===== src/rtl/sfh_pkg.sv =====
// Shared types, constants and a helper function for the signed feature hashing block.
// No dependencies; every other file in rtl/ but sfh_ram refers to this package by scoped names.
package sfh_pkg;

	localparam int MAX_DIM    = 512;
	localparam int ADDR_W     = $clog2(MAX_DIM);
	localparam int ACC_W      = 24;
	localparam int SQ_W       = 48;
	localparam int DIM_W      = 10;
	localparam int HASH_W     = 64;
	localparam int TOKEN_W    = 32;
	localparam int SIGN_BIT   = 17;
	localparam int MOD_STEP   = 4;
	localparam int MOD_CYCLES = HASH_W / MOD_STEP;
	localparam int MOD_CNT_W  = $clog2(MOD_CYCLES);

	localparam logic [DIM_W-1:0]  DIM_RESET  = 10'd384;
	localparam logic [HASH_W-1:0] FNV_START  = 64'hcbf29ce484222325;
	localparam logic [SQ_W-1:0]   SQ_MAX     = {SQ_W{1'b1}};
	localparam logic [ACC_W:0]    UNI_WEIGHT = 25'sd10;
	localparam logic [ACC_W:0]    BI_WEIGHT  = 25'sd7;

	localparam logic [1:0] MODE_ADD   = 2'd0;
	localparam logic [1:0] MODE_READ  = 2'd1;
	localparam logic [1:0] MODE_CLEAR = 2'd2;

	typedef struct packed {
		logic [1:0]          mode;
		logic signed [31:0]  token;
		logic [8:0]          index;
	} req_t;

	typedef struct packed {
		logic signed [ACC_W-1:0] value;
		logic [SQ_W-1:0]         norm_squared;
		logic                    saturated;
	} res_t;

	// Multiply by the FNV prime 2^40 + 0x1b3, modulo 2^64, as shifts and adds.
	function automatic logic [HASH_W-1:0] fnv_mul(input logic [HASH_W-1:0] h);
		fnv_mul = (h << 40) + (h << 8) + (h << 7) + (h << 5) + (h << 4) + (h << 1) + h;
	endfunction

endpackage


===== src/rtl/sfh_fnv.sv =====
// FNV-1a 64-bit hashing of one 32-bit word, one byte per cycle, least significant first.
// Depends on sfh_pkg for widths and the prime multiply.
module sfh_fnv (
	input  logic                       clk,
	input  logic                       arst_n,
	input  logic                       go,
	input  logic [sfh_pkg::HASH_W-1:0] seed,
	input  logic [sfh_pkg::TOKEN_W-1:0] word,
	output logic [sfh_pkg::HASH_W-1:0] hash,
	output logic                       fin
);

	logic [sfh_pkg::HASH_W-1:0]  h_q;
	logic [sfh_pkg::TOKEN_W-1:0] word_q;
	logic [1:0]                  cnt_q;
	logic                        run_q;
	logic                        fin_q;

	always_ff @(posedge clk or negedge arst_n) begin
		if (!arst_n) begin
			run_q <= 1'b0;
			fin_q <= 1'b0;
			cnt_q <= '0;
		end else begin
			fin_q <= 1'b0;
			if (go) begin
				run_q <= 1'b1;
				cnt_q <= '0;
			end else if (run_q) begin
				cnt_q <= cnt_q + 2'd1;
				if (cnt_q == 2'd3) begin
					run_q <= 1'b0;
					fin_q <= 1'b1;
				end
			end
		end
	end

	always_ff @(posedge clk) begin
		if (go) begin
			h_q    <= seed;
			word_q <= word;
		end else if (run_q) begin
			h_q    <= sfh_pkg::fnv_mul(h_q ^ {56'd0, word_q[7:0]});
			word_q <= word_q >> 8;
		end
	end

	assign hash = h_q;
	assign fin  = fin_q;

endmodule


===== config.mk =====
export PLATFORM = sky130hd
export DESIGN_NAME = sfh_fnv
export DESIGN_NICKNAME = d
export VERILOG_FILES = /design/src/rtl/sfh_pkg.sv /design/src/rtl/sfh_fnv.sv
export SDC_FILE = /design/constraint.sdc
export NUM_CORES = 1
export LEC_CHECK = 0
export BUFFER_PORTS_ARGS = -buffer_cell sky130_fd_sc_hd__buf_2
export CAP_MARGIN = 0
export CORE_ASPECT_RATIO = 1.1
export CORE_MARGIN = 2
export CORE_UTILIZATION = 35
export DETAILED_ROUTE_END_ITERATION = 6
export GPL_ROUTABILITY_DRIVEN = 0
export SYNTH_ARGS = -nofsm -noshare
export SYNTH_HDL_FRONTEND = slang
export SYNTH_SLANG_ARGS = --single-unit

===== constraint.sdc =====
create_clock -name clk -period 16.3 [get_ports clk]
set_input_delay 1.63 -clock clk [delete_from_list [all_inputs] [get_ports clk]]
set_output_delay 1.63 -clock clk [all_outputs]
set_load 0.01 [all_outputs]

==> Yosys cells after proc, flatten, opt, wreduce, memory -nomap -nowiden <==
Index checks and enable logic that the tools add are counted.
{ "classes": {"eq_ne": 1, "n_mux": 12, "addsub": 7, "bitwise": 1, "n_reduce_logical": 1} }
{ "ops": {"columns": ["op", "count"], "rows": [
  ["adder 64 bit", 6],
  ["two-way mux 64 bit", 2],
  ["two-way mux 32 bit", 2],
  ["XOR 64 x 8 -> 64 bit", 1],
  ["two-way mux 1 bit", 6],
  ["two-way mux 2 bit", 2],
  ["adder 2 x 1 -> 2 bit, second input constant", 1],
  ["== test 2 bit, second input constant", 1],
  ["nonzero test 2 bit", 1]
]} }
{ "totals": {"ff_bits": 100, "inputBits": 99, "out_inout_bits": 65} }

==> Logic depth before layout (Yosys ltp) <==
Gate-level depths: netlist of the first run.
{ "depth": {"depth_word": 9, "mapped_depth": 19, "mapped_depth_nobuf": 19} }

==> Least setup slack after synthesis of the first run <==
No wires, ideal clock.
{ "synth_path": {"kind": "flip-flop to flip-flop", "startpoint": "reg h_q, in the netlist hash[4]", "endpoint": "reg h_q, in the netlist hash[52] (data pin)", "path_buffers": 0, "setup_time_ns": 0.260, "required_time_ns": 16.040, "t_arrival_ns": 4.990, "setup_slack_ns": 11.051, "stages_incl_launch_ff": 17, "path_cell_list": "edfxtp_1 > xor2_1 > inv_1 > fa_1 > inv_1 > fa_1 > fa_1 > ha_1 > ha_1 > o211ai_2 > o211ai_2 > a221oi_2 > or4b_4 > a211oi_4 > nor2_1 > xnor2_1 > mux2_2"} }
{ "synth_between": {"elab_chain_len": 9} }
{ "synth_lines": {"columns": ["item", "line_no", "text"], "rows": [
  ["start: declaration", "sfh_fnv.sv:13", "logic [sfh_pkg::HASH_W-1:0] h_q;"],
  ["start signal: assignment", "sfh_fnv.sv:44", "h_q <= sfh_pkg::fnv_mul(h_q ^ {56'd0, word_q[7:0]});"],
  ["XOR 64 x 8 -> 64 bit *", "sfh_fnv.sv:44", null],
  ["adder 64 bit (5 in a row)", "sfh_pkg.sv:41", "fnv_mul = (h << 40) + (h << 8) + (h << 7) + (h << 5) + (h << 4) + (h << 1) + h;"],
  ["adder 64 bit *", "sfh_pkg.sv:41", null],
  ["two-way mux 64 bit *", "sfh_fnv.sv:43", "end else if (run_q) begin"],
  ["two-way mux 64 bit *", "sfh_fnv.sv:40", "if (go) begin"]
]} }
Every way passes the cells marked *; elsewhere a longest branch is shown, timed or not. The select of a mux whose other input is x is not followed.
A chain may end at the register's enable or synchronous reset.

==> Final worst setup path of the first run <==
{ "layout_path": {"startpoint": "reg word_q[2] (netlist bit)", "endpoint": "reg h_q, in the netlist hash[61] (data pin)"} }
{ "layout_between": {"elab_chain_len": 9} }
{ "layout_lines": {"columns": ["item", "line_no", "text"], "rows": [
  ["start: declaration", "sfh_fnv.sv:14", "logic [sfh_pkg::TOKEN_W-1:0] word_q;"],
  ["start signal: assignment", "sfh_fnv.sv:42", "word_q <= word;"],
  ["start signal: assignment", "sfh_fnv.sv:45", "word_q <= word_q >> 8;"],
  ["XOR 64 x 8 -> 64 bit *", "sfh_fnv.sv:44", null],
  ["adder 64 bit (5 in a row)", "sfh_pkg.sv:41", null],
  ["adder 64 bit *", "sfh_pkg.sv:41", null],
  ["two-way mux 64 bit *", "sfh_fnv.sv:43", null],
  ["two-way mux 64 bit *", "sfh_fnv.sv:40", null]
]} }
Marks and branches as above.

==> results.md, run 1 <==
* Instance count of the mapped netlist at 1550
* First-pass GRT wire length at 66200 µm
* Worst-Margin Slew at 1180 ps
* N_diodes at 0
* TritonCTS Buffers at 9
* Starting Density at 35.6%
* M2 GR Usage at 32.1%
* Synth unique cells at 74
* Top FF cell, synth: edfxtp_1
* Worst-path cell chain: xnor2_1, inv_1, xnor2_1, ha_1, nor2_1, fa_1, inv_1, fa_1, ha_1, ha_1, a21oi_1, a21oi_1, nor4_2, nor3_1, o2111ai_1, nand3_1, a2111oi_0, a311oi_1
* Layout Skew at 15.4 ps
* Antenna Nets Post-Route at 0
* CTS sink cnt at 100
* DR WL/cell at 18.2 µm
* Crit path DAT at 6710 ps
* Max Buffers Root-to-Sink at 2
* Worst-path fanout max at 6
* Dpl hpwl at 35100 µm
* Final WL at 41100 µm
* Setup Crit Path Kind: flop to flop
* Critical Path RT at 16430 ps
* Final setup fails at 0
* Violation count after the first detailed-route iteration at 585
* Total GRT Usage at 19.2%
* Remaining DRCs at 0
* DIE WIDTH at 202 µm
* CTS Hold Bufs at 0
* Cell mode on critical path: ha_1
* Post-synth EDFFs at 96
* Top Ports at 164
* Clk slew on worst S/H paths at 80 ps
* Port Buffers at 163
* Met3 Usage GRT at 3.91%
* Async S/R FF share, synth at 4.00%
* GRT Residual Overflow at 0
* Chip Height at 222 µm
* CTS root buf: clkbuf_16
* Worst setup SP type: flop
* CTS resizes at 0
* Area of the die at 44800 µm²
* Rows at 79
* Max-slew violations at 0
* Max stage delay on crit path at 940 ps
* Buf+Inv Stages, Crit Path at 2
* Clk Latency, worst-skew pair at 400 ps
* Layout cells sized above 1 at 14.1%
* H-tree depth at 3
* Met1 Resource Use GR at 24.3%
* Pin count of the biggest net entering global routing at 90
* Synthesized area at 15100 µm²
* Reg area at 2980 µm²
* Final Hold Viols at 0
* Number of max-cap violations at 0
* Footprint of the multi-input gates at 10400 µm²
* Core Region at 42400 µm²
* CP max stage cell: xnor2_1
* RSZ-0062 raised after global routing: false
* CP Capture Type: flop
* Fillers at 4204
* Syn nets at 2005
* Via count at 11300
* Register bit total from synthesis at 100
* Synthesis-to-layout area growth at 10.9%
* Nets at 2140
* Final Critical Period at 6580 ps
* Status: complete, no violations
* Vias in the first global route at 12100
* Final worst path period share at 40.3%
* Max frequency at 0.152 GHz
* Antenna violations before repair at 1
* Most used routing layer: met2
* TritonRoute pass-1 iters at 5
* Setup Buffers After CTS at 0
* Vias per std cell at 4.99
* CTS tree: yes
* Synth Warn # at 0
* Post-synthesis sequential area ratio at 19.8%
* HP Class: flop to flop
* Syn avg cell area at 9.74 µm²
* Relative slew slack at 20.5%
* Setup TNS at 0 ps
* CP delay by family, top: adder cells
## cells in the final DEF, fill, tap and decap left out, types with 4 or more instances in the layout
| master | n |
|---|---|
| o21bai_1 | 12 |
| mux2_2 | 33 |
| xor2_1 | 18 |
| nand4_1 | 26 |
| o21ai_0 | 69 |
| nand3_1 | 21 |
| buf_4 | 5 |
| o221ai_1 | 4 |
| xnor2_1 | 47 |
| and4_1 | 5 |
| a2111oi_0 | 7 |
| clkbuf_16 | 9 |
| dfrtp_1 | 4 |
| nor4_1 | 6 |
| a211oi_1 | 10 |
| o21a_1 | 9 |
| nor3b_1 | 4 |
| and3_1 | 9 |
| ha_1 | 111 |
| nand2_1 | 99 |
| and2_1 | 15 |
| edfxtp_1 | 96 |
| inv_1 | 403 |
| buf_2 | 162 |
| or4_1 | 4 |
| fa_1 | 245 |
| or3_1 | 7 |
| nor3_1 | 20 |
| o31ai_1 | 6 |
| a31oi_1 | 10 |
| o211ai_1 | 6 |
| a21oi_1 | 69 |
| nor2_1 | 47 |
| a21o_1 | 28 |
## final cells by class
cell class              instances  share of cell area [%]
clock buffers                  10                    1.43
multi-input cells            1002                    62.0
flip-flops and latches        100                    17.8
repair buffers                167                    5.06
well taps                     567                    4.23
inverters                     405                    9.07
clock inverters                 6                   0.396
## synthesized netlist by cell type, types with 5 or more instances
master	n	area share [%]
inv_1	403	10
fa_1	245	32
ha_1	111	9.2
nand2_1	100	2.5
edfxtp_1	96	19
a21oi_1	69	2.3
o21ai_0	69	2.3
nor2_1	47	1.2
xnor2_1	47	2.7
mux2_2	33	2.5
a21o_1	28	1.4
nand4_1	26	1.1
clkbuf_1	22	0.55
nand3_1	21	0.70
nor3_1	20	0.66
xor2_1	18	1.0
and2_1	15	0.62
o21bai_1	12	0.60
a211oi_1	10	0.50
a31oi_1	10	0.41
and3_1	9	0.37
buf_2	9	0.30
o21a_1	9	0.45
a2111oi_0	7	0.41
or3_1	7	0.29
nor4_1	6	0.25
o211ai_1	6	0.30
o31ai_1	6	0.30
and4_1	5	0.29
## final timing paths
kind,end,startpoint,slack [ps],cells after the start
max,hash[61]$_DFFE_PP_,word_q[2]$_DFFE_PP_,9720,18
min,cnt_q[1]$_DFFE_PN0P_,cnt_q[1]$_DFFE_PN0P_,530,2
max reg2reg,hash[61]$_DFFE_PP_,word_q[2]$_DFFE_PP_,9720,18
min reg2reg,cnt_q[1]$_DFFE_PN0P_,cnt_q[1]$_DFFE_PN0P_,530,2
max in group asynchronous,fin$_DFF_PN0_,arst_n,15170,1
min in group asynchronous,cnt_q[0]$_DFFE_PN0P_,arst_n,1020,1
## registers in the layout, summed over array words and instances (netlist names)
| signal | count |
|---|---|
| run_q | 1 |
| word_q | 32 |
| cnt_q | 2 |
| hash | 64 |
| fin | 1 |
## metal layers
| metal | vias up | share of wire (%) |
|---|---|---|
| met5 | - | 0.027 |
| met4 | 2 | 3.8 |
| met3 | 65 | 6.8 |
| met2 | 359 | 48 |
| met1 | 5552 | 42 |
| li1 | 5283 | - |
## worst register-to-register path, cell delays in order (launching register included)
cell and delay [ps]:
edfxtp_1 390, xnor2_1 940, inv_1 340, xnor2_1 380, ha_1 200, nor2_1 60
fa_1 400, inv_1 80, fa_1 430, ha_1 290, ha_1 360, a21oi_1 210
a21oi_1 130, nor4_2 610, nor3_1 150, o2111ai_1 500, nand3_1 300, a2111oi_0 480
a311oi_1 70
## cells by family (layout without fill, tap and decap cells)
kind of cell / count (synthesis) / after routing / synth area share [%]
buffers and inverters: 448 / 588 / 11.5
adders and majority gates: 356 / 356 / 41.7
and+or+nand+nor: 279 / 279 / 9.10
AOI/OAI and AO/OA: 268 / 268 / 11.7
DFF: 100 / 100 / 19.8
xor gates and xnor gates: 65 / 65 / 3.77
muxes: 34 / 34 / 2.53
## metrics by stage
step                hold WS, ps  area [µm²]  util (%)  setup slack (ps)  cells
finish                      530       16800      39.5              9720   2257
global route                571       16800      39.5              9360   2257
CTS                         540       16800      39.5              9880   2257
detailed placement          521       16400      38.8              9940   2241
global placement            510       16400      38.8              9960   2241
floorplan                   490       15100         -             11050   1550
Power of run 1 is left out: the tool's default activity adds up to more than one toggle a clock period on the data nets, which glitch-free logic cannot reach.
==> run 2: changes to the inputs <==
- clock period: 16.3 -> 5.26 ns (I/O delays scaled with it)
==> run 2 against run 1 <==
  * Core utilization rose by 4.4 points
  * Highest routed layer unchanged
  * Register-to-register slack got worse by 9600 ps
  * Critical path depth fell by 2
==> results.md, run 2 (same netlist as run 1, synthesis figures left out) <==
* Antenna violations before repair at 5 (+4)
* GRT Residual Overflow at 0 (unchanged)
* First-pass GRT wire length at 68500 µm (+3.4%)
* HP Class: primary input to flop
* TritonCTS Buffers at 9 (unchanged)
* Critical R2R Launch: hash[19]$_DFFE_PP_
* Leading cell types in the layout, fill and taps excluded: inv_1, fa_1, buf_4, buf_2, nand2_1
* Setup WS pre-CTS at -131 ps (-10070 ps)
* FF-to-FF End: hash[48]$_DFFE_PP_
* Chip Height at 222 µm (unchanged)
* CTS root buf: clkbuf_16
* Top Ports at 164 (unchanged)
* DIE WIDTH at 202 µm (unchanged)
* Worst-Margin Slew at 1080 ps (-103 ps)
* Antenna Nets Post-Route at 0 (unchanged)
* Dpl hpwl at 36200 µm (+3.3%)
* Number of max-cap violations at 0 (unchanged)
* Layout Skew at 26.5 ps (+11.1 ps)
* Clk slew on worst S/H paths at 100 ps (+20 ps)
* Clk Latency, worst-skew pair at 390 ps (about the same)
* Cell Count Post-Placement at 2359 (+5.3%)
* Remaining DRCs at 0 (unchanged)
* Rows at 79 (unchanged)
* Cell mode on critical path: inv_1
* Vias per std cell at 4.95 (-0.81%)
* CTS tree: yes
* End-of-flow core utilization at 43.9% (+4.4 points)
* TritonRoute pass-1 iters at 7 (+2)
* Max FFs per register at 64 (unchanged)
* Violation count after the first detailed-route iteration at 695 (+19%)
* Nets at 2309 (+7.9%)
* Via count at 12000 (+6.6%)
* Total GRT Usage at 19.7% (+0.46 points)
* Min-delay src: seed[55]
* RSZ-0062 raised after global routing: true
* Max-slew violations at 0 (unchanged)
* CTS sink cnt at 100 (unchanged)
* Non-Filler Instances at 2426 (+7.5%)
* Vias in the first global route at 12500 (+3.2%)
* Area of the die at 44800 µm² (unchanged)
* Final worst path period share at 98.3% (+58 points)
* Worst-path fanout max at 6 (unchanged)
* Status: complete, no violations
* Max Buffers Root-to-Sink at 2 (unchanged)
* Worst setup SP type: flop
* Final setup fails at 0 (unchanged)
* Starting Density at 35.6% (unchanged)
* Critical Path RT at 5370 ps (-11060 ps)
* CP Capture Type: flop
* Final Critical Period at 5170 ps (-1410 ps)
* Setup Crit Path Kind: flop to flop
* CP max stage cell: or4b_4
* Max stage delay on crit path at 660 ps (-280 ps)
* Final WL at 43300 µm (+5.5%)
* DR WL/cell at 17.9 µm (-1.9%)
* Max frequency at 0.193 GHz (+27%)
* Hold path cells at 3 (+1)
* WHS Endpoint: hash[55]$_DFFE_PP_
* Crit path DAT at 5280 ps (-1430 ps)
* Port Buffers at 163 (unchanged)
* Worst-path cell chain: inv_1, buf_4, fa_1, inv_1, fa_1, inv_1, fa_1, inv_1, ha_1, ha_1, nand4_1, or4b_4, a2111oi_4, a211oi_2, xnor2_1, o21ai_1
* Commonest non-fill, non-tap cell in the layout: inv_1
* Layout cells sized above 1 at 26.1% (+12 points)
* R2r worst-path depth at 16 (-2)
* Fillers at 4110 (-2.2%)
* Final Hold Viols at 0 (unchanged)
* Core Region at 42400 µm² (unchanged)
* H-tree depth at 3 (unchanged)
* R2R Setup Slk at 90 ps (-9630 ps)
* Final hold slack at 409 ps (-121 ps)
* Synthesis-to-layout area growth at 23.4%
* N_diodes at 0 (unchanged)
* Setup WS post-layout at 90.6 ps (-9630 ps)
* Pin count of the biggest net entering global routing at 92 (+2.2%)
* Relative slew slack at 27.9% (+7.4 points)
-- run 2: worst max-delay path, delay by kind of cell, from the launching register on --
kind	cells	cell delay, ps
and+or+nand+nor	2	870
AOI/OAI and AO/OA	3	600
xor gates and xnor gates	1	290
adders and majority gates	5	2190
DFF	1	360
buffers and inverters	5	600
-- run 2: timing repair --
action | 4_1_cts | 5_1_grt
endpoints found under the setup margin | 10 | 28
pin swaps | 1 | 23
hold buffers | 1 | 0
hold endpoints to repair | 4 | 0
gates resized for setup | 9 | 98
setup buffers | 2 | 48
cloned | 0 | 0
-- run 2: worst max-delay path by stage --
stage	cells after the start	endpoint	slack, ps	startpoint
after floorplan	16	hash[52]$_DFFE_PP_	10	hash[4]$_DFFE_PP_
after global placement	16	hash[48]$_DFFE_PP_	-160	hash[6]$_DFFE_PP_
after detailed placement	16	hash[48]$_DFFE_PP_	-130	hash[6]$_DFFE_PP_
after CTS	17	hash[48]$_DFFE_PP_	-10	hash[7]$_DFFE_PP_
after global routing	19	hash[33]$_DFFE_PP_	-80	hash[10]$_DFFE_PP_
final	16	hash[48]$_DFFE_PP_	90	hash[19]$_DFFE_PP_
-- run 2: area by class of cell --
cell class	instances	area (µm²)	share of cell area, %
inverter	405	1550	8.30
clock inverter	6	63.8	0.343
timing repair buffer	336	2170	11.7
clock buffer	10	239	1.28
tap	567	709	3.81
sequential	100	2980	16.0
multi-input combinational	1002	10900	58.6
-- run 2: through the flow --
step	area, µm²	TNS [ps]
after global placement	17400	-190
final	18600	0
after floorplan	15100	0
after detailed placement	17400	-381
after global routing	18600	-411
after CTS	17700	-10.6
-- run 2: routing by layer --
| metal | track usage, % | wire (µm) | up-vias |
|---|---|---|---|
| li1 | - | - | 5617 |
| met1 | 25.2 | 18100 | 5920 |
| met2 | 32.6 | 20700 | 391 |
| met3 | 4.32 | 2990 | 70 |
| met4 | 7.00 | 1450 | 8 |
| met5 | 0 | 40 | - |
Power of run 2 is left out for the same reason.
