[src/rtl/sfh_pkg.sv]
// Shared types, constants and a helper function for the signed feature hashing block.
// No dependencies; every other file in rtl/ but sfh_ram refers to this package by scoped names.
package sfh_pkg;

	localparam int MAX_DIM    = 512;
	localparam int ADDR_W     = $clog2(MAX_DIM);
	localparam int ACC_W      = 24;
	localparam int SQ_W       = 48;
	localparam int DIM_W      = 10;
	localparam int HASH_W     = 64;
	localparam int TOKEN_W    = 32;
	localparam int SIGN_BIT   = 17;
	localparam int MOD_STEP   = 4;
	localparam int MOD_CYCLES = HASH_W / MOD_STEP;
	localparam int MOD_CNT_W  = $clog2(MOD_CYCLES);

	localparam logic [DIM_W-1:0]  DIM_RESET  = 10'd384;
	localparam logic [HASH_W-1:0] FNV_START  = 64'hcbf29ce484222325;
	localparam logic [SQ_W-1:0]   SQ_MAX     = {SQ_W{1'b1}};
	localparam logic [ACC_W:0]    UNI_WEIGHT = 25'sd10;
	localparam logic [ACC_W:0]    BI_WEIGHT  = 25'sd7;

	localparam logic [1:0] MODE_ADD   = 2'd0;
	localparam logic [1:0] MODE_READ  = 2'd1;
	localparam logic [1:0] MODE_CLEAR = 2'd2;

	typedef struct packed {
		logic [1:0]          mode;
		logic signed [31:0]  token;
		logic [8:0]          index;
	} req_t;

	typedef struct packed {
		logic signed [ACC_W-1:0] value;
		logic [SQ_W-1:0]         norm_squared;
		logic                    saturated;
	} res_t;

	// Multiply by the FNV prime 2^40 + 0x1b3, modulo 2^64, as shifts and adds.
	function automatic logic [HASH_W-1:0] fnv_mul(input logic [HASH_W-1:0] h);
		fnv_mul = (h << 40) + (h << 8) + (h << 7) + (h << 5) + (h << 4) + (h << 1) + h;
	endfunction

endpackage

[src/rtl/sfh_mod.sv]
// Iterative remainder of a 64-bit hash by the dimension, a few quotient bits per cycle.
// Depends on sfh_pkg for widths and the step count.
module sfh_mod (
	input  logic                       clk,
	input  logic                       arst_n,
	input  logic                       go,
	input  logic [sfh_pkg::HASH_W-1:0] dividend,
	input  logic [sfh_pkg::DIM_W-1:0]  divisor,
	output logic [sfh_pkg::ADDR_W-1:0] rem,
	output logic                       fin
);

	logic [sfh_pkg::HASH_W-1:0]    num_q;
	logic [sfh_pkg::DIM_W-1:0]     d_q;
	logic [sfh_pkg::DIM_W-1:0]     rem_q;
	logic [sfh_pkg::MOD_CNT_W-1:0] cnt_q;
	logic                          run_q;
	logic                          fin_q;
	logic [sfh_pkg::HASH_W-1:0]    num_n;
	logic [sfh_pkg::DIM_W:0]       r_n;

	// Restoring division steps; the partial remainder stays below the divisor.
	always_comb begin
		num_n = num_q;
		r_n   = {1'b0, rem_q};
		for (int i = 0; i < sfh_pkg::MOD_STEP; i++) begin
			r_n   = {r_n[sfh_pkg::DIM_W-1:0], num_n[sfh_pkg::HASH_W-1]};
			num_n = num_n << 1;
			if (r_n >= {1'b0, d_q}) begin
				r_n = r_n - {1'b0, d_q};
			end
		end
	end

	always_ff @(posedge clk or negedge arst_n) begin
		if (!arst_n) begin
			run_q <= 1'b0;
			fin_q <= 1'b0;
			cnt_q <= '0;
		end else begin
			fin_q <= 1'b0;
			if (go) begin
				run_q <= 1'b1;
				cnt_q <= '0;
			end else if (run_q) begin
				cnt_q <= cnt_q + 1'b1;
				if (cnt_q == sfh_pkg::MOD_CNT_W'(sfh_pkg::MOD_CYCLES - 1)) begin
					run_q <= 1'b0;
					fin_q <= 1'b1;
				end
			end
		end
	end

	always_ff @(posedge clk) begin
		if (go) begin
			num_q <= dividend;
			d_q   <= divisor;
			rem_q <= '0;
		end else if (run_q) begin
			num_q <= num_n;
			rem_q <= r_n[sfh_pkg::DIM_W-1:0];
		end
	end

	assign rem = rem_q[sfh_pkg::ADDR_W-1:0];
	assign fin = fin_q;

endmodule

[config.mk]
export PLATFORM = sky130hd
export DESIGN_NAME = sfh_mod
export DESIGN_NICKNAME = d
export VERILOG_FILES = /design/src/rtl/sfh_pkg.sv /design/src/rtl/sfh_mod.sv
export SDC_FILE = /design/constraint.sdc
export NUM_CORES = 1
export LEC_CHECK = 0
export BUFFER_PORTS_ARGS = -buffer_cell sky130_fd_sc_hd__buf_2
export CORE_ASPECT_RATIO = 2
export CORE_MARGIN = 2
export CORE_UTILIZATION = 39
export CTS_CLUSTER_SIZE = 14
export DETAILED_ROUTE_END_ITERATION = 8
export GPL_TIMING_DRIVEN = 0
export PLACE_DENSITY = 0.57
export SLEW_MARGIN = 0
export SYNTH_ARGS = -nofsm -noshare
export SYNTH_HDL_FRONTEND = slang
export SYNTH_SLANG_ARGS = --single-unit
[constraint.sdc]
create_clock -name clk -period 11.84 [get_ports clk]
set_clock_uncertainty 0.1 [all_clocks]
set_input_delay 2.368 -clock clk [delete_from_list [all_inputs] [get_ports clk]]
set_output_delay 2.368 -clock clk [all_outputs]
set_load 0.01 [all_outputs]
Yosys cells after proc, flatten, opt, wreduce, memory -nomap -nowiden
Cells that the tools add are included.

word-level totals
  input port bits = 77
  bits in registers = 90
  logic and storage cells = 31

operators by class
  eq/ne operators = 1
  mux-type cells = 14
  $add $sub $neg = 5
  reduce and logical (&&, ||, !) cells = 1
  $lt $le $gt $ge = 4

operators by type and width
  kind                                          number
  2-to-1 mux 64 bit                             2
  greater-or-equal comparator 11 x 10 -> 1 bit  4
  2-to-1 mux 10 bit                             4
  subtractor 10 bit                             4
  2-to-1 mux 4 bit                              2
  2-to-1 mux 1 bit                              6
  adder 4 x 1 -> 4 bit (second input constant)  1
  == test 4 bit (second input constant)         1
  nonzero test 2 bit                            1

Longest topological paths before layout
Gate-level depths: netlist of run 1.

  word-level depth = 8
  mapped depth = 42
  depth with buffers taken out = 38

Least setup slack after synthesis of run 1
OpenSTA, ideal clock, no wires.

  kind = reg-to-reg
  start point = register d_q[1] (netlist bit)
  end point = register rem_q[0] (netlist bit)
  arrival time = 8.045 ns
  cell stages (with the launch flop) = 37
  buffers on the path = 4
  path slack = 3.574 ns
  library setup time = 0.122 ns
  cells stage by stage = edfxtp_1 -> inv_1 -> ha_1 -> nand2b_1 -> a21oi_2 -> o21ai_0 -> o21ai_2 -> clkbuf_1 -> mux2_2 -> ha_1 -> or4_1 -> o21ai_1 -> a21o_1 -> o221ai_4 -> clkbuf_1 -> a21oi_1 -> ha_1 -> nor2b_1 -> o211ai_1 -> a21boi_0 -> o41ai_1 -> o21ai_0 -> a21oi_1 -> nand2b_1 -> clkbuf_1 -> o21ai_0 -> inv_1 -> ha_1 -> nor2b_1 -> o2111ai_1 -> a31oi_1 -> a41oi_1 -> nand2_1 -> or4_1 -> and2_1 -> buf_6 -> o311a_1

on the way
  word-level cells in the longest chain between the ends = 8

ends and longest elaborated chain
  what                                                                               line                          source
  start, declared                                                                    sfh_mod.sv:14                 logic [sfh_pkg::DIM_W-1:0] d_q;
  start signal, assigned                                                             sfh_mod.sv:58                 d_q <= divisor;
  subtractor 10 bit or greater-or-equal comparator 11 x 10 -> 1 bit (tied branches)  sfh_mod.sv:30, sfh_mod.sv:29
  2-to-1 mux 10 bit                                                                  sfh_mod.sv:29                 if (r_n >= {1'b0, d_q}) begin
  subtractor 10 bit or greater-or-equal comparator 11 x 10 -> 1 bit (tied branches)  sfh_mod.sv:30, sfh_mod.sv:29
  2-to-1 mux 10 bit                                                                  sfh_mod.sv:29
  subtractor 10 bit or greater-or-equal comparator 11 x 10 -> 1 bit (tied branches)  sfh_mod.sv:30, sfh_mod.sv:29
  2-to-1 mux 10 bit                                                                  sfh_mod.sv:29
  greater-or-equal comparator 11 x 10 -> 1 bit (*)                                   sfh_mod.sv:29
  2-to-1 mux 10 bit (*)                                                              sfh_mod.sv:29
  end signal, assigned                                                               sfh_mod.sv:62                 rem_q <= r_n[sfh_pkg::DIM_W-1:0];
  end, declared                                                                      sfh_mod.sv:15                 logic [sfh_pkg::DIM_W-1:0] rem_q;

Mark *: on every way between the ends. The rest lies on a longest branch, timed or not.
A chain may end at the register's enable or synchronous reset.

Final worst setup path of run 1
Same ends and word-level chain as after synthesis.

==> results of run 1 <==
per-layer routing:
| layer | wire length, µm | part of all wire [%] |
|---|---|---|
| met2 | 8640 | 56 |
| met3 | 746 | 4.8 |
| met1 | 5120 | 33 |
| met4 | 962 | 6.2 |
| met5 | 0 | 0 |
kinds of logic after synthesis:
family | Yosys count | share of synthesized area, %
xor+xnor | 30 | 4.44
fa+ha+maj | 45 | 10.0
buf+inv | 62 | 4.65
compound gates | 107 | 12.8
flops | 90 | 43.5
mux | 80 | 15.0
simple gates | 112 | 9.64
registers in the layout (all words and copies together) (netlist names):
name / flops
cnt_q: 4
d_q: 10
fin: 1
num_q: 64
rem_q: 10
run_q: 1
final cells by class:
cell class              count  area (µm²)  share of cell area, %
flip-flops and latches     90        2570                   37.2
clock inverters             6        88.8                   1.29
multi-input cells         374        3070                   44.5
clock buffers              10         229                   3.31
plain buffers              28         148                   2.14
well taps                 195         244                   3.53
repair buffers             86         430                   6.23
inverters                  34         128                   1.85
through the flow:
| stage | util, % | hold WS (ps) | setup slack, ps |
|---|---|---|---|
| floorplan | - | 398 | 3570 |
| global placement | 44.5 | 426 | 1520 |
| detailed placement | 44.5 | 426 | 1390 |
| CTS | 46.6 | 444 | 1360 |
| global route | 46.6 | 464 | 565 |
| finish | 46.6 | 440 | 1170 |
path summary, 6_finish.rpt:
path / slack, ps / endpoint / startpoint
max: 1170 / rem_q[0]$_SDFFE_PP0P_ / d_q[1]$_DFFE_PP_
max in group asynchronous: 9750 / cnt_q[2]$_DFFE_PN0P_ / arst_n
min: 440 / cnt_q[3]$_DFFE_PN0P_ / cnt_q[3]$_DFFE_PN0P_
min reg2reg: 440 / cnt_q[3]$_DFFE_PN0P_ / cnt_q[3]$_DFFE_PN0P_
min in group asynchronous: 1740 / cnt_q[0]$_DFFE_PN0P_ / arst_n
max reg2reg: 1170 / rem_q[0]$_SDFFE_PP0P_ / d_q[1]$_DFFE_PP_
worst min-delay path: stages (launching register included):
cell and delay (ps):
dfrtp_1 360, xor2_1 70, nor2_1 70
cells in the final DEF, fill, tap and decap left out, types with 3 or more instances in the layout:
cell type and n:
nor3_1 8, edfxtp_1 74, and2_1 5, inv_1 34
nand3_1 6, nand2b_1 8, a211oi_1 3, dfrtp_1 6
a21oi_1 22, dfxtp_1 10, ha_1 41, xnor2_1 25
clkbuf_1 17, nor2b_1 9, nor3b_1 10, o21ai_0 20
o21a_1 4, a21o_1 10, nor2_1 36, fa_1 4
xor2_1 5, clkbuf_16 9, nand4_1 9, buf_4 9
nand2_1 16, a41oi_1 10, buf_2 87, mux2i_1 11
mux2_2 69, o31ai_1 11
==> impl_results.md, run 1 <==
* Status: complete, no violations
* Slowest CP cell: o21ai_0
* Placed insts at 807
* Number of synthesized flops with an enable pin at between 70 and 80
* Levels on crit path at 39
* Total gr overflow at 0
* Final wirelength at between 15000 and 20000 µm
* Endpoints failing setup at 0
* Postcts setup bufs at 0
* DR DRC count at 0
* Crit share post-route at about nine tenths
* Worst-Margin Slew at 890 ps
* CP endpoint kind: flip-flop
* Min-Delay Path Class: flip-flop to flip-flop
* Post-Syn Instances at approximately 530
* Routed vias at approximately 4400
* Synth Flop Type: edfxtp_1
* Cts hold-fix bufs at 0
* Max_cap viols at 0
* WP buf/inv at 7
* Critical path peak fanout at 10
* Worst reg-to-reg path cell count at 39
* Netlist cell types at between 50 and 60
* Routed vias/inst at roughly 5.4
* DIE WIDTH at 91.1 µm
* Max_slew headroom at 40.6%
* RSZ-0062 raised after global routing: no
* Fin. Hold Viols at 0
* Post-route insts no fill at between 800 and 900
* Met1 Use GR at ~18%
* Register area share after synthesis at ~43%
* WS Path Type: flip-flop to flip-flop
* Post-synthesis async set-or-reset flop share at 6.67%
* Initial antenna violation count at 0
* Gp weighted congestion at ~0.95
* Clock tree root buffer cell: clkbuf_16
* Post-DRT Antenna Nets at 0
* Fmax at 0.0937 GHz
* Io pins at 87
* Finished Cell Area at between 6000 and 7000 µm²
* Global router's overall resource usage at 19.7%
* Vias in the first global route at between 4000 and 5000
* Cells on Worst Hold Path at 2
* Minimum clock period at roughly 11000 ps
* Max Slew Vio Count at 0
* Setup TNS at 0 ps
* Die Height at around 180 µm
* Iteration count of the initial detailed-routing pass at 4
* H-tree levels at 3
* Clk_lat worst skew at approximately 340 ps
* Post_cts resized at 0
* CORE AREA at between 10000 and 15000 µm²
* Commonest cells post-synth: edfxtp_1 (74), mux2_2 (69), ha_1 (41)
* Die area at roughly 16000 µm²
* Met2 Track Usage GR at between 30% and 40%
* Yosys top cell area share at a little under two fifths
* Syn nets at 648
* PortBufs at 86
* Cts bufs inserted at 9
* Area Overhead vs Synth at 16.8%
* Worst path required time at 11970 ps
* Layout fillers at roughly 1500
* CTS Buffer Depth at 2
* Initial core utilization at about two fifths
* Row Count at 63
* Mapped Area at about 6000 µm²
* Post-DP HPWL at about 13000 µm
* Diodes inserted at 0
* CP top delay family: compound AO/OA/AOI/OAI gates
* Wire per inst at approximately 19 µm
* First-pass GRT wire length at around 24000 µm
* CTS clock-pin slew for the worst setup and hold paths at 70 ps
* Top Usage Layer GRT: met2
* Critical path data arrival time at approximately 11000 ps
* Count leader, synth: edfxtp_1
* Top cells by area, synth: edfxtp_1 (38%), mux2_2 (13%), ha_1 (8.7%), xnor2_1 (3.7%), dfxtp_1 (3.4%)
* Synth warnings at 0
* Avg Cell Area, Syn at 11.3 µm²
* CTS tree: yes
* Leading area contributor after synthesis: edfxtp_1
* Largest net degree at the start of global routing at 65
* Sink Count at 90
* Area after DPL at around 6600 µm²
* Nature of the critical path startpoint: flip-flop
* DRT iter0 DRCs at 170
* Worst path max stage delay at 590 ps
* Share of cells above drive strength 1 at 29.9%
* Layout Nets at 745
* Met3 GRT Util at slightly below 4%
* Yosys reg bits at 90
Power of run 1 is left out: the tool's default activity adds up to more than one toggle a clock period on the data nets, which glitch-free logic cannot reach.
==> run 2: changes to the inputs <==
--- a/config.mk
+++ b/config.mk
@@ -5,6 +5,7 @@
 export SDC_FILE = /design/constraint.sdc
 export NUM_CORES = 1
 export LEC_CHECK = 0
+export ABC_AREA = 1
 export BUFFER_PORTS_ARGS = -buffer_cell sky130_fd_sc_hd__buf_2
 export CORE_ASPECT_RATIO = 2
 export CORE_MARGIN = 2
@@ -12,7 +13,7 @@
 export CTS_CLUSTER_SIZE = 14
 export DETAILED_ROUTE_END_ITERATION = 8
 export GPL_TIMING_DRIVEN = 0
-export PLACE_DENSITY = 0.57
+export PLACE_DENSITY_LB_ADDON = 0.12
 export SLEW_MARGIN = 0
 export SYNTH_ARGS = -nofsm -noshare
 export SYNTH_HDL_FRONTEND = slang
==> run 2 against run 1 <==
Compared with the run above: via count up 16%; non-clock buffer count up 2; first-iteration DRC count up 7.1%; synthesized cell count up 50%; largest cell class unchanged.
==> impl_results.md, run 2 <==
* Number of synthesized flops with an enable pin at 74 (unchanged)
* WS Path Type: flip-flop to flip-flop (unchanged)
* Fin. Hold Viols at 0 (unchanged)
* Row Count at 65 (was 63)
* Core Util, Final at 46.0% (was 46.6%)
* Syn nets at 911 (was 648)
* Avg Cell Area, Syn at 7.87 µm² (was 11.3 µm²)
* Critical path peak fanout at 10 (unchanged)
* Worst path max stage delay at 540 ps (was 590 ps)
* Vias in the first global route at 5179 (was 4749)
* Max_slew headroom at 57.6% (was 40.6%)
* Worst reg-to-reg path cell count at 48 (was 39)
* DRT iter0 DRCs at 182 (was 170)
* Sink Count at 90 (unchanged)
* Max Slew Vio Count at 0 (unchanged)
* Die area at 17000 µm² (was 16200 µm²)
* Netlist cell types at 45 (was 55)
* Cts hold-fix bufs at 0 (unchanged)
* Total gr overflow at 0 (unchanged)
* Clk_lat worst skew at 350 ps (was 340 ps)
* Iteration count of the initial detailed-routing pass at 4 (unchanged)
* First-pass GRT wire length at 25400 µm (was 24300 µm)
* Routed vias/inst at 4.71 (was 5.39)
* Wire per inst at 14.7 µm (was 18.8 µm)
* Setup TNS at 0 ps (unchanged)
* Area Overhead vs Synth at 16.3% (was 16.8%)
* Gp weighted congestion at 0.865 (was 0.951)
* Critical path data arrival time at 8220 ps (was 10800 ps)
* Largest register FFs at 64 (unchanged)
* CTS tree: yes (unchanged)
* FF-to-FF Start: d_q[1]$_DFFE_PP_ (unchanged)
* CTS clock-pin slew for the worst setup and hold paths at 60 ps (was 70 ps)
* Clock tree root buffer cell: clkbuf_16 (unchanged)
* RSZ-0062 raised after global routing: no (unchanged)
* Commonest non-fill, non-tap cells in the layout: nand2_1 (347), buf_2 (87), inv_1 (86) (was buf_2 (87), edfxtp_1 (74), mux2_2 (69))
* Layout Nets at 1009 (was 745)
* Synth warnings at 0 (unchanged)
* PortBufs at 86 (unchanged)
* Post-Syn Instances at 789 (was 526)
* Top cells by area, synth: edfxtp_1 (36%), nand2_1 (21%), ha_1 (8.3%), inv_1 (5.3%), dfxtp_1 (3.2%) (was edfxtp_1 (38%), mux2_2 (13%), ha_1 (8.7%), xnor2_1 (3.7%), dfxtp_1 (3.4%))
* Fmax at 0.124 GHz (was 0.0937 GHz)
* Postcts setup bufs at 0 (unchanged)
* H-tree levels at 3 (unchanged)
* Mapped Area at 6210 µm² (was 5920 µm²)
* Post_cts resized at 0 (unchanged)
* Crit share post-route at 68.3% (was 90.1%)
* Cells on Worst Hold Path at 1 (was 2)
* Leading area contributor after synthesis: edfxtp_1 (unchanged)
* Cts bufs inserted at 9 (unchanged)
* Largest net degree at the start of global routing at 45 (was 65)
* Hold endpoint: cnt_q[3]$_DFFE_PN0P_ (unchanged)
* Diodes inserted at 0 (unchanged)
* Most common cell after layout, fill and taps aside: nand2_1 (was buf_2)
* Max_cap viols at 0 (unchanged)
* Die Height at 182 µm (was 178 µm)
* Top reg by flops: num_q (unchanged)
* DIE WIDTH at 93.2 µm (was 91.1 µm)
* Register area share after synthesis at 41.4% (was 43.5%)
* Worst-Margin Slew at 629 ps (was 890 ps)
* Yosys reg bits at 90 (unchanged)
* Yosys top cell area share at 35.8% (was 37.5%)
* Post-DRT Antenna Nets at 0 (unchanged)
* Final wirelength at 16000 µm (was 15500 µm)
* Worst path required time at 11970 ps (about the same)
* Status: complete, no violations (unchanged)
* Area after DPL at 6910 µm² (was 6600 µm²)
* R2R setup slack at 3750 ps (was 1170 ps)
* Post-DP HPWL at 13300 µm (was 12500 µm)
* RR Endpoint: rem_q[0]$_SDFFE_PP0P_ (unchanged)
* DR DRC count at 0 (unchanged)
* Endpoints failing setup at 0 (unchanged)
* Synth Flop Type: edfxtp_1 (unchanged)
* Count leader, synth: nand2_1 (was edfxtp_1)
* Io pins at 87 (unchanged)
* Post-synthesis async set-or-reset flop share at 6.67% (unchanged)
* Initial antenna violation count at 0 (unchanged)
* Routed vias at 5145 (was 4433)
* Slowest CP cell: edfxtp_1 (was o21ai_0)
* CTS Buffer Depth at 2 (unchanged)
* CP endpoint kind: flip-flop (unchanged)
* Min-Delay Path Class: flip-flop to flip-flop (unchanged)
* Global router's overall resource usage at 19.8% (was 19.7%)
* CORE AREA at 15700 µm² (was 14800 µm²)
* Initial core utilization at 39.6% (was 39.9%)
* Commonest cells post-synth: nand2_1 (347), inv_1 (87), edfxtp_1 (74) (was edfxtp_1 (74), mux2_2 (69), ha_1 (41))
* Biggest regs: num_q x64, d_q x10, rem_q x10 (unchanged)
* Worst hold start: cnt_q[3]$_DFFE_PN0P_ (unchanged)
* Share of cells above drive strength 1 at 16.9% (was 29.9%)
* Most frequent cell on the critical path: nand2_1
* Minimum clock period at 8090 ps (was 10670 ps)
* Finished Cell Area at 7220 µm² (was 6910 µm²)
* Nature of the critical path startpoint: flip-flop (unchanged)
run 2: changes by cell type in the layout (fill, tap and decap cells not counted), sizes merged, moves of 11 or more:
| cell | change |
|---|---|
| nand2 | +343 |
| mux2 | -69 |
| inv | +56 |
| nand3 | +33 |
| xnor2 | -16 |
| xor2 | +16 |
| mux2i | -11 |
| o31ai | -11 |
run 2: cells by family (layout without fill, tap and decap cells):
logic type      Yosys count  after routing  share of synthesized area, %
compound gates           64             64                          5.72
buf+inv                 120            223                          8.57
flops                    90             90                          41.4
xor+xnor                 30             30                          4.23
simple gates            440            440                          30.5
fa+ha+maj                45             45                          9.55
run 2: metrics by stage:
step	instances	hold WS, ps	setup WS [ps]
after CTS	1093	380	3680
after global placement	1076	361	3760
after global routing	1093	410	3180
after floorplan	789	333	5460
after detailed placement	1077	371	3720
final	1093	373	3750
run 2: worst max path at each step:
stage | from | to | slack [ps]
global route | d_q[1]$_DFFE_PP_ | rem_q[9]$_SDFFE_PP0P_ | 3180
floorplan | d_q[1]$_DFFE_PP_ | rem_q[1]$_SDFFE_PP0P_ | 5460
finish | d_q[1]$_DFFE_PP_ | rem_q[0]$_SDFFE_PP0P_ | 3750
detailed placement | d_q[1]$_DFFE_PP_ | rem_q[2]$_SDFFE_PP0P_ | 3720
CTS | d_q[1]$_DFFE_PP_ | rem_q[2]$_SDFFE_PP0P_ | 3680
global placement | d_q[1]$_DFFE_PP_ | rem_q[0]$_SDFFE_PP0P_ | 3760
run 2: cell type report:
| cell class | instances | area [µm²] |
|---|---|---|
| Clock inverter | 6 | 81.3 |
| Inverter | 91 | 349 |
| Sequential cell | 90 | 2570 |
| Timing Repair Buffer | 87 | 450 |
| Multi-Input combinational cell | 579 | 3100 |
| Clock buffer | 10 | 229 |
| Fill cell | 1646 | 8480 |
| Tap cell | 201 | 251 |
| Buffer | 29 | 183 |
run 2: critical path: cells and delay by family, from the launching register on:
| family | cells | cell delay, ps |
|---|---|---|
| AO/OA/AOI/OAI | 8 | 1580 |
| adder cells (fa/ha/maj) | 4 | 1510 |
| buffers and inverters | 9 | 1080 |
| flip-flops | 1 | 540 |
| AND/OR/NAND/NOR | 27 | 3130 |
run 2: layer usage:
layer  track usage (%)  share of wire, %  up-vias
li1                  -                 -     2706
met5                 0                 0        -
met1              18.1                34     2302
met4              13.4               6.7        0
met2              38.7                57      105
met3              2.93               2.6       32
Power of run 2 is left out for the same reason.
